<file path="src/rtl/dq_pkg.sv">
// ----------------------------------------------------------------------------
// dq_pkg
// Shared sizes, command codes, status codes and word types of the deque unit.
// ----------------------------------------------------------------------------
package dq_pkg;

   localparam int DEPTH      = 64;               // power of two: ring pointers wrap
   localparam int DATA_WIDTH = 32;
   localparam int PTR_W      = $clog2(DEPTH);
   localparam int CNT_W      = PTR_W + 1;

   localparam int OPCODE_W   = 3;
   localparam int STATUS_W   = 2;

   // Command queue between front and back
   localparam int CMDQ_DEPTH = 2;
   localparam int CMDQ_PTR_W = $clog2(CMDQ_DEPTH);
   localparam int CMDQ_CNT_W = CMDQ_PTR_W + 1;

   // Result FIFO at the output
   localparam int OUTQ_DEPTH = 4;
   localparam int OUTQ_PTR_W = $clog2(OUTQ_DEPTH);
   localparam int OUTQ_CNT_W = OUTQ_PTR_W + 1;

   // Opcodes on the request channel
   localparam logic [OPCODE_W-1:0] OP_PUSH_FRONT = 3'd0;
   localparam logic [OPCODE_W-1:0] OP_PUSH_BACK  = 3'd1;
   localparam logic [OPCODE_W-1:0] OP_DROP_FRONT = 3'd2;
   localparam logic [OPCODE_W-1:0] OP_DROP_BACK  = 3'd3;
   localparam logic [OPCODE_W-1:0] OP_CLEAR      = 3'd4;
   localparam logic [OPCODE_W-1:0] OP_READ_OUT   = 3'd5;

   // Status codes on the response channel
   localparam logic [STATUS_W-1:0] ST_OK    = 2'd0;
   localparam logic [STATUS_W-1:0] ST_FULL  = 2'd1;
   localparam logic [STATUS_W-1:0] ST_EMPTY = 2'd2;

   typedef enum logic [2:0] {
      KIND_PUSH_FRONT,
      KIND_PUSH_BACK,
      KIND_DROP_FRONT,
      KIND_DROP_BACK,
      KIND_CLEAR,
      KIND_READ_OUT,
      KIND_NOP
   } cmd_kind_type;

   typedef struct packed {
      cmd_kind_type          kind;
      logic [DATA_WIDTH-1:0] value;
   } cmd_type;

   typedef struct packed {
      logic                has_value;
      logic                last;
      logic [CNT_W-1:0]    occupancy;
      logic [STATUS_W-1:0] status;
   } rsp_meta_type;

   typedef struct packed {
      logic [DATA_WIDTH-1:0] value;
      rsp_meta_type          meta;
   } rsp_word_type;

endpackage

</file>
<file path="src/rtl/dq_req_if.sv">
// ----------------------------------------------------------------------------
// dq_req_if
// Command channel: valid/ready plus opcode and pushed value.
// ----------------------------------------------------------------------------
interface dq_req_if import dq_pkg::*; ();
   logic                         valid;
   logic                         ready;
   logic [OPCODE_W-1:0]          opcode;
   logic signed [DATA_WIDTH-1:0] value_in;

   modport source (output valid, output opcode, output value_in, input ready);
   modport sink   (input valid, input opcode, input value_in, output ready);
endinterface

</file>
<file path="src/rtl/dq_rsp_if.sv">
// ----------------------------------------------------------------------------
// dq_rsp_if
// Result channel: valid/ready plus element value, flags, size and status.
// ----------------------------------------------------------------------------
interface dq_rsp_if import dq_pkg::*; ();
   logic                         valid;
   logic                         ready;
   logic signed [DATA_WIDTH-1:0] value_out;
   logic                         has_value;
   logic                         last;
   logic [CNT_W-1:0]             occupancy;
   logic [STATUS_W-1:0]          status;

   modport source (output valid, output value_out, output has_value, output last,
                   output occupancy, output status, input ready);
   modport sink   (input valid, input value_out, input has_value, input last,
                   input occupancy, input status, output ready);
endinterface

</file>
<file path="src/rtl/dq_front.sv">
// ----------------------------------------------------------------------------
// dq_front
// Accepts command words, decodes the opcode and holds them in a short queue.
// ----------------------------------------------------------------------------
module dq_front import dq_pkg::*; (
   input  logic      clock,
   input  logic      reset,
   dq_req_if.sink    req_chan,
   output logic      cmd_valid,
   output cmd_type   cmd,
   input  logic      cmd_pop
);

   cmd_type                q_ff [CMDQ_DEPTH];
   logic [CMDQ_PTR_W-1:0]  wr_ptr_ff, wr_ptr_in;
   logic [CMDQ_PTR_W-1:0]  rd_ptr_ff, rd_ptr_in;
   logic [CMDQ_CNT_W-1:0]  qcnt_ff, qcnt_in;
   logic                   push;
   cmd_type                decoded;

   assign req_chan.ready = (qcnt_ff != CMDQ_CNT_W'(CMDQ_DEPTH));
   assign push           = req_chan.valid && req_chan.ready;
   assign cmd_valid      = (qcnt_ff != '0);
   assign cmd            = q_ff[rd_ptr_ff];

   always_comb begin
      decoded.value = req_chan.value_in;
      case (req_chan.opcode)
         OP_PUSH_FRONT: decoded.kind = KIND_PUSH_FRONT;
         OP_PUSH_BACK:  decoded.kind = KIND_PUSH_BACK;
         OP_DROP_FRONT: decoded.kind = KIND_DROP_FRONT;
         OP_DROP_BACK:  decoded.kind = KIND_DROP_BACK;
         OP_CLEAR:      decoded.kind = KIND_CLEAR;
         OP_READ_OUT:   decoded.kind = KIND_READ_OUT;
         default:       decoded.kind = KIND_NOP;   // unused opcodes
      endcase
   end

   always_comb begin
      wr_ptr_in = push    ? wr_ptr_ff + 1'b1 : wr_ptr_ff;
      rd_ptr_in = cmd_pop ? rd_ptr_ff + 1'b1 : rd_ptr_ff;
      case ({push, cmd_pop})
         2'b10:   qcnt_in = qcnt_ff + 1'b1;
         2'b01:   qcnt_in = qcnt_ff - 1'b1;
         default: qcnt_in = qcnt_ff;
      endcase
   end

   always_ff @(posedge clock) begin
      if (reset) begin
         wr_ptr_ff <= '0;
         rd_ptr_ff <= '0;
         qcnt_ff   <= '0;
      end else begin
         wr_ptr_ff <= wr_ptr_in;
         rd_ptr_ff <= rd_ptr_in;
         qcnt_ff   <= qcnt_in;
      end
   end

   always_ff @(posedge clock) begin
      if (push) begin
         q_ff[wr_ptr_ff] <= decoded;
      end
   end

endmodule

</file>
<file path="src/rtl/dq_back.sv">
// ----------------------------------------------------------------------------
// dq_back
// Executes commands against the ring store and queues result words.
// ----------------------------------------------------------------------------
module dq_back import dq_pkg::*; (
   input  logic      clock,
   input  logic      reset,
   input  logic      cmd_valid,
   input  cmd_type   cmd,
   output logic      cmd_pop,
   dq_rsp_if.source  rsp_chan
);

   // Ring store
   logic [DATA_WIDTH-1:0] mem [DEPTH];
   logic [DATA_WIDTH-1:0] mem_q_ff;
   logic                  we, re;
   logic [PTR_W-1:0]      waddr, raddr;

   // Deque state
   logic [PTR_W-1:0]      front_ff, front_in;
   logic [CNT_W-1:0]      cnt_ff, cnt_in;
   logic                  rd_active_ff, rd_active_in;
   logic [CNT_W-1:0]      rd_pos_ff, rd_pos_in;

   // Result stage aligned with the memory read
   logic                  p1_valid_ff, p1_valid_in;
   rsp_meta_type          p1_meta_ff, p1_meta_in;

   // Output FIFO
   rsp_word_type          oq_ff [OUTQ_DEPTH];
   logic [OUTQ_PTR_W-1:0] owr_ff, ord_ff;
   logic [OUTQ_CNT_W-1:0] ocnt_ff;
   logic                  opop;
   rsp_word_type          oword, ohead;

   logic                  space, full, empty, rd_last;

   // Room for the word in flight plus the one issued now
   assign space = ({1'b0, ocnt_ff} + (OUTQ_CNT_W + 1)'(p1_valid_ff))
                  < (OUTQ_CNT_W + 1)'(OUTQ_DEPTH);
   assign full    = (cnt_ff == CNT_W'(DEPTH));
   assign empty   = (cnt_ff == '0);
   assign rd_last = ((rd_pos_ff + 1'b1) == cnt_ff);

   always_comb begin
      front_in     = front_ff;
      cnt_in       = cnt_ff;
      rd_active_in = rd_active_ff;
      rd_pos_in    = rd_pos_ff;
      p1_valid_in  = 1'b0;
      p1_meta_in   = '{has_value: 1'b0, last: 1'b1, occupancy: cnt_ff, status: ST_OK};
      cmd_pop      = 1'b0;
      we           = 1'b0;
      waddr        = front_ff;
      re           = 1'b0;
      raddr        = front_ff + rd_pos_ff[PTR_W-1:0];

      if (space) begin
         if (rd_active_ff) begin
            re                   = 1'b1;
            p1_valid_in          = 1'b1;
            p1_meta_in.has_value = 1'b1;
            p1_meta_in.last      = rd_last;
            rd_pos_in            = rd_pos_ff + 1'b1;
            if (rd_last) begin
               rd_active_in = 1'b0;
            end
         end else if (cmd_valid) begin
            cmd_pop     = 1'b1;
            p1_valid_in = 1'b1;
            case (cmd.kind)
               KIND_PUSH_FRONT: begin
                  if (full) begin
                     p1_meta_in.status = ST_FULL;
                  end else begin
                     front_in = front_ff - 1'b1;
                     we       = 1'b1;
                     waddr    = front_ff - 1'b1;
                     cnt_in   = cnt_ff + 1'b1;
                  end
               end
               KIND_PUSH_BACK: begin
                  if (full) begin
                     p1_meta_in.status = ST_FULL;
                  end else begin
                     we     = 1'b1;
                     waddr  = front_ff + cnt_ff[PTR_W-1:0];
                     cnt_in = cnt_ff + 1'b1;
                  end
               end
               KIND_DROP_FRONT: begin
                  if (empty) begin
                     p1_meta_in.status = ST_EMPTY;
                  end else begin
                     front_in = front_ff + 1'b1;
                     cnt_in   = cnt_ff - 1'b1;
                  end
               end
               KIND_DROP_BACK: begin
                  if (empty) begin
                     p1_meta_in.status = ST_EMPTY;
                  end else begin
                     cnt_in = cnt_ff - 1'b1;
                  end
               end
               KIND_CLEAR: begin
                  cnt_in   = '0;
                  front_in = '0;
               end
               KIND_READ_OUT: begin
                  if (!empty) begin
                     // no word for the command itself; the read-out sequencer issues the element words
                     p1_valid_in  = 1'b0;
                     rd_active_in = 1'b1;
                     rd_pos_in    = '0;
                  end
               end
               default: begin
               end
            endcase
            p1_meta_in.occupancy = cnt_in;
         end
      end
   end

   always_ff @(posedge clock) begin
      if (reset) begin
         front_ff     <= '0;
         cnt_ff       <= '0;
         rd_active_ff <= 1'b0;
         rd_pos_ff    <= '0;
         p1_valid_ff  <= 1'b0;
      end else begin
         front_ff     <= front_in;
         cnt_ff       <= cnt_in;
         rd_active_ff <= rd_active_in;
         rd_pos_ff    <= rd_pos_in;
         p1_valid_ff  <= p1_valid_in;
      end
   end

   always_ff @(posedge clock) begin
      p1_meta_ff <= p1_meta_in;
      if (we) begin
         mem[waddr] <= cmd.value;
      end
      if (re) begin
         mem_q_ff <= mem[raddr];
      end
   end

   // Output FIFO
   assign oword.value = p1_meta_ff.has_value ? mem_q_ff : '0;
   assign oword.meta  = p1_meta_ff;
   assign ohead       = oq_ff[ord_ff];
   assign opop        = rsp_chan.valid && rsp_chan.ready;

   assign rsp_chan.valid     = (ocnt_ff != '0);
   assign rsp_chan.value_out = ohead.value;
   assign rsp_chan.has_value = ohead.meta.has_value;
   assign rsp_chan.last      = ohead.meta.last;
   assign rsp_chan.occupancy = ohead.meta.occupancy;
   assign rsp_chan.status    = ohead.meta.status;

   always_ff @(posedge clock) begin
      if (reset) begin
         owr_ff  <= '0;
         ord_ff  <= '0;
         ocnt_ff <= '0;
      end else begin
         if (p1_valid_ff) begin
            owr_ff <= owr_ff + 1'b1;
         end
         if (opop) begin
            ord_ff <= ord_ff + 1'b1;
         end
         case ({p1_valid_ff, opop})
            2'b10:   ocnt_ff <= ocnt_ff + 1'b1;
            2'b01:   ocnt_ff <= ocnt_ff - 1'b1;
            default: ocnt_ff <= ocnt_ff;
         endcase
      end
   end

   always_ff @(posedge clock) begin
      if (p1_valid_ff) begin
         oq_ff[owr_ff] <= oword;
      end
   end

   // Checks
   a_cnt_bound: assert property (@(posedge clock) disable iff (reset)
      cnt_ff <= CNT_W'(DEPTH))
      else $error("element count above depth");

   a_no_overflow: assert property (@(posedge clock) disable iff (reset)
      p1_valid_ff |-> (ocnt_ff != OUTQ_CNT_W'(OUTQ_DEPTH)))
      else $error("result word issued with output FIFO full");

   a_read_nonempty: assert property (@(posedge clock) disable iff (reset)
      rd_active_ff |-> !empty)
      else $error("read-out running on empty store");

   a_read_frozen: assert property (@(posedge clock) disable iff (reset)
      (rd_active_ff && $past(rd_active_ff)) |-> ($stable(cnt_ff) && $stable(front_ff)))
      else $error("store pointers moved during read-out");

   a_pop_exclusive: assert property (@(posedge clock) disable iff (reset)
      cmd_pop |-> (cmd_valid && !rd_active_ff))
      else $error("command popped while busy or absent");

endmodule

</file>
<file path="src/rtl/double_ended_queue_unit.sv">
// ----------------------------------------------------------------------------
// double_ended_queue_unit
// Bounded deque of signed words in a ring store: push/drop at either end,
// clear, and full read-out from front to back.
// ----------------------------------------------------------------------------
//
//   channel   dir   handshake            payload
//   req_chan  in    valid/ready          opcode, value_in
//   rsp_chan  out   valid/ready          value_out, has_value, last,
//                                        occupancy, status
//
// Push, drop, clear and no-op commands each yield one result word in the back end,
// so they sustain one word per cycle while the result FIFO has room.
// A read-out of N elements occupies the back end for a decode step, then one
// store read per element through the single read port.
// Results pass through the p1 result stage and the result FIFO to rsp_chan.
// Reset is synchronous; it empties the deque and both queues. Store contents
// are not cleared and need no clearing pass.
// A stalled rsp_chan fills the 4-word result FIFO, then the back end holds,
// then the 2-word command queue fills and req_chan.ready drops.
//
module double_ended_queue_unit import dq_pkg::*; (
   input  logic      clock,
   input  logic      reset,
   dq_req_if.sink    req_chan,
   dq_rsp_if.source  rsp_chan
);

   logic    cmd_valid;
   logic    cmd_pop;
   cmd_type cmd;

   // Front end: accept and decode, buffer up to two commands
   dq_front u_front (
      .clock     (clock),
      .reset     (reset),
      .req_chan  (req_chan),
      .cmd_valid (cmd_valid),
      .cmd       (cmd),
      .cmd_pop   (cmd_pop)
   );

   // Back end: ring store, pointers, read-out sequencer, result FIFO
   dq_back u_back (
      .clock     (clock),
      .reset     (reset),
      .cmd_valid (cmd_valid),
      .cmd       (cmd),
      .cmd_pop   (cmd_pop),
      .rsp_chan  (rsp_chan)
   );

endmodule

</file>
<file path="src/flat_wrapper.sv">
// flat-port wrapper written by rule: the top's interface ports become plain ports
module double_ended_queue_unit_flat import dq_pkg::*;
  (clock, reset, req_chan_valid, req_chan_opcode, req_chan_value_in, req_chan_ready, rsp_chan_valid, rsp_chan_value_out, rsp_chan_has_value, rsp_chan_last, rsp_chan_occupancy, rsp_chan_status, rsp_chan_ready);
  dq_req_if req_chan_i ();
  dq_rsp_if rsp_chan_i ();
  input  logic clock;
  input  logic reset;
  input wire logic [$bits(req_chan_i.valid)-1:0] req_chan_valid;
  input wire logic [$bits(req_chan_i.opcode)-1:0] req_chan_opcode;
  input wire logic [$bits(req_chan_i.value_in)-1:0] req_chan_value_in;
  output wire logic [$bits(req_chan_i.ready)-1:0] req_chan_ready;
  output wire logic [$bits(rsp_chan_i.valid)-1:0] rsp_chan_valid;
  output wire logic [$bits(rsp_chan_i.value_out)-1:0] rsp_chan_value_out;
  output wire logic [$bits(rsp_chan_i.has_value)-1:0] rsp_chan_has_value;
  output wire logic [$bits(rsp_chan_i.last)-1:0] rsp_chan_last;
  output wire logic [$bits(rsp_chan_i.occupancy)-1:0] rsp_chan_occupancy;
  output wire logic [$bits(rsp_chan_i.status)-1:0] rsp_chan_status;
  input wire logic [$bits(rsp_chan_i.ready)-1:0] rsp_chan_ready;
  assign req_chan_i.valid = req_chan_valid;
  assign req_chan_i.opcode = req_chan_opcode;
  assign req_chan_i.value_in = req_chan_value_in;
  assign req_chan_ready = req_chan_i.ready;
  assign rsp_chan_valid = rsp_chan_i.valid;
  assign rsp_chan_value_out = rsp_chan_i.value_out;
  assign rsp_chan_has_value = rsp_chan_i.has_value;
  assign rsp_chan_last = rsp_chan_i.last;
  assign rsp_chan_occupancy = rsp_chan_i.occupancy;
  assign rsp_chan_status = rsp_chan_i.status;
  assign rsp_chan_i.ready = rsp_chan_ready;
  double_ended_queue_unit u_core (.clock(clock), .reset(reset), .req_chan(req_chan_i), .rsp_chan(rsp_chan_i));
endmodule
</file>
<file path="config.mk">
export PLATFORM = sky130hd
export DESIGN_NAME = double_ended_queue_unit_flat
export DESIGN_NICKNAME = d
export VERILOG_FILES = /design/src/rtl/dq_pkg.sv /design/src/rtl/dq_req_if.sv /design/src/rtl/dq_rsp_if.sv /design/src/rtl/dq_front.sv /design/src/rtl/dq_back.sv /design/src/rtl/double_ended_queue_unit.sv /design/src/flat_wrapper.sv
export SDC_FILE = /design/constraint.sdc
export NUM_CORES = 2
export LEC_CHECK = 0
export BUFFER_PORTS_ARGS = -buffer_cell sky130_fd_sc_hd__buf_4
export CORE_ASPECT_RATIO = 1.2
export CORE_MARGIN = 2
export CORE_UTILIZATION = 35
export DETAILED_ROUTE_END_ITERATION = 12
export PLACE_DENSITY = 0.63
export SLEW_MARGIN = 20
export SYNTH_ARGS = -nofsm -noshare
export SYNTH_HDL_FRONTEND = slang
export SYNTH_SLANG_ARGS = --single-unit
</file>
<file path="constraint.sdc">
create_clock -name clock -period 4.1 [get_ports clock]
set_input_delay 0.615 -clock clock [delete_from_list [all_inputs] [get_ports clock]]
set_output_delay 0.615 -clock clock [all_outputs]
set_load 0.01 [all_outputs]
</file>
==> results.json <==
{
  "outcome": "completed",
  "clk_latency_ps": 850,
  "hpwl_um": 138500,
  "yosys.cell_count.top_type": "edfxtp_1",
  "cts_resized": 0,
  "final_nets": 4918,
  "portBuffers": 83,
  "die_h_um": 564.9,
  "grt_pass1_vias": 46540,
  "crit_buf_inv": 2,
  "dr_total_vias": 46100,
  "syn-cell-area_um2": 91760,
  "syn_inst": 4482,
  "yosysTopAreaCell": "edfxtp_1",
  "max_stage_delay_ps": 870,
  "grt_pass1_wl_um": 335000,
  "grt_max_degree": 95,
  "die-area_um2": 266300,
  "pwr-share-seq_pct": 45.9,
  "cts_buffers": 215,
  "io_pins": 84,
  "p_total_mw": 63.69,
  "critPathTopFamily": "adder cells",
  "drive_gt1_share_pct": 27.10,
  "clock-sinks": 2369,
  "synth_edf_count": 2322,
  "cp_data_required_time_ps": 4670,
  "rows": 205,
  "synth_nets": 4545,
  "dieWidth_um": 471.4,
  "clk_pin_slew_worst_paths_ps": 70,
  "antenna_found_initial": 14,
  "synth_common_cells": "edfxtp_1, mux4_2, nand2_1, nand3_1, clkbuf_1",
  "switching_share_pct": 28.46,
  "finalSetupViolations": 0,
  "gp_congestion": 0.8323,
  "fmax_ghz": 0.2579,
  "grt_use_total_pct": 17.22,
  "synthTopCellsByArea": "edfxtp_1, mux4_2, nand2_1",
  "ys_seq_elements": 2369,
  "intPower_mw": 45.56,
  "detail_route.wl_per_cell_um": 27.76,
  "drc": 0,
  "p_leak_nw": 33.22,
  "synth.distinct_cells": 70,
  "slew_headroom_pct": 23.33,
  "cts-root-buf": "clkbuf_16",
  "period_minus_slack_ps": 3878,
  "cp_cell_sequence": "ha_4 -> fa_4 -> buf_12 -> buf_12 -> mux4_2 -> nand2_1 -> nand3_1 -> a21oi_1 -> nor3_1",
  "clockBufferDepth": 4,
  "core_um2": 260300,
  "drtIter0Drc": 5392,
  "htreeDepth": 4,
  "seq_area_frac_synth_pct": 77.02,
  "path_max_fanout": 54,
  "pwr-share-clk_pct": 30.7,
  "path_common_cell": "buf_12",
  "firstDrtPassIters": 8,
  "crit_slowest_cell": "fa_4",
  "syn_avg_cell_area_um2": 20.47,
  "comb_power_share_pct": 23.4,
  "rsz0062_at_grt": "false",
  "peakVddDrop_mv": 0.3942,
  "hold_viol_final": 0,
  "worstSetupPathType": "register to register",
  "drv_slew": 0,
  "power.switching_mw": 18.13,
  "initial_core_util_pct": 35.24,
  "viasPerCell": 5.460,
  "cts_tree": "yes",
  "startpoint_type": "register",
  "crit_path_end_kind": "register",
  "area_growth_pct": 16.58,
  "postCtsSetupBuffers": 0,
  "wirelength_um": 234400,
  "worst_pin_slew_ps": 1150,
  "ctsHoldBuffers": 34,
  "yosysWarnings": 0,
  "hold_path.class": "input port to register",
  "power.density_nw_per_um2": 595.3,
  "grt_overflow": 0,
  "yosys_most_used_dff": "edfxtp_1",
  "final_antenna_net_count": 0,
  "fin_tns_setup_ps": 0,
  "fin_crit_sh_pct": 94.59,
  "critPathArrivalTime_ps": 4450,
  "netlist.area_leader.share_pct": 75.99,
  "synth-async-reset-ratio_pct": 0,
  "skew_ps": 53.96,
  "maxCapViolCount": 0
}
## per-layer routing
| layer | up-vias | share of wire (%) | GRT usage [%] |
|---|---|---|---|
| li1 | 19140 | - | - |
| met1 | 24640 | 39 | 22.11 |
| met2 | 1918 | 51 | 29.99 |
| met3 | 404 | 6.7 | 2.141 |
| met4 | 2 | 3.9 | 6.399 |
| met5 | - | 0.0055 | 0 |
## metrics by stage
stage                     setup slack, ps  area [um^2]  std cells  utilization (%)  hold slack (ps)
after floorplan                     9.239        91760       4482                -            438.3
after global placement              268.2        99810       8016            38.34            451.6
after detailed placement            183.8        99840       8017            38.35            467.3
after CTS                           166.1       106900       8438            41.07            141.6
after global routing                37.15       107000       8441            41.09            194.3
final                               221.8       107000       8444            41.09            185.4
## worst paths after layout
kind	slack [ps]	cells after the start	endpoint	startpoint
max	220	9	u_core.u_back.mem_q_ff[5]	u_core.u_back.front_ff[0]
min	190	2	register	reset
max reg2reg	220	9	u_core.u_back.mem_q_ff[5]	u_core.u_back.front_ff[0]
min reg2reg	480	0	u_core.u_back.oq_ff[0][7]	u_core.u_back.oword[7]
## state kept, by name, summed over array words and instances (netlist names), named ones only
name                        count
u_core.u_back.mem            2048
u_core.u_back.rd_active_ff      1
u_core.u_back.mem_q_ff         32
u_core.u_back.ord_ff            2
u_core.u_back.cnt_ff            7
u_core.u_back.owr_ff            2
u_core.u_back.ocnt_ff           3
u_core.u_back.oword            11
u_core.u_front.rd_ptr_ff        1
u_core.u_front.q_ff            70
u_core.u_front.qcnt_ff          2
u_core.u_back.rd_pos_ff         7
u_core.u_front.wr_ptr_ff        1
u_core.u_back.p1_valid_ff       1
u_core.u_back.oq_ff           172
u_core.u_back.front_ff          6
## logic make-up (layout without fill, tap and decap cells)
kind of cell,after synthesis,in the layout,share of synthesized area [%]
buf+inv,278,821,1.287
compound gates,288,288,2.288
mux,626,626,14.44
flops,2369,2369,77.02
simple gates,861,861,4.263
xor+xnor,36,36,0.3518
other cells,0,4,0
fa+ha+maj,24,24,0.3518
## power groups by stage
stage / combinational [mW] / sequential (mW) / clock [mW]
after floorplan: 8.62 / 29.6 / 0
after global placement: 14.8 / 29.7 / 0
after detailed placement: 15.0 / 29.7 / 0
after CTS: 15.1 / 29.2 / 19.9
after global routing: 15.8 / 29.2 / 20.8
final: 14.9 / 29.2 / 19.6
## layout make-up
| cell class | instances | area [um^2] |
|---|---|---|
| fillers | 22500 | 153400 |
| flip-flops and latches | 2369 | 70670 |
| multi-input cells | 1835 | 20530 |
| clock buffers | 267 | 5618 |
| repair buffers | 410 | 4659 |
| well taps | 3415 | 4273 |
| clock inverters | 120 | 1119 |
| inverters | 24 | 90.09 |
| diodes | 4 | 10.01 |
## placed cells by master, fill, tap and decap left out, types with 8 or more instances in the layout
cell,instances
buf_4,257
inv_1,23
nand3_1,209
a21oi_1,98
a32o_1,36
nor3_1,47
xor2_1,16
nor2_4,66
xnor2_1,13
bufinv_16,20
dfxtp_1,43
nor2_1,51
clkbuf_16,217
a31oi_1,38
nand2_1,363
edfxtp_1,2322
and2_1,36
clkbuf_1,50
o21ai_0,23
mux2_2,29
clkinv_1,55
clkinv_2,30
a41o_1,32
mux4_2,555
dlygate4sd3_1,34
a21o_1,8
ha_1,20
and3_1,39
buf_12,118
nor2b_1,10
mux2i_1,37
## worst reg2reg max path: stages, from the launching register on
cell	delay (ps)
dfxtp_1	440
ha_4	230
fa_4	870
buf_12	250
buf_12	330
mux4_2	450
nand2_1	80
nand3_1	230
a21oi_1	640
nor3_1	90
Power figures use the tool's default switching activity.
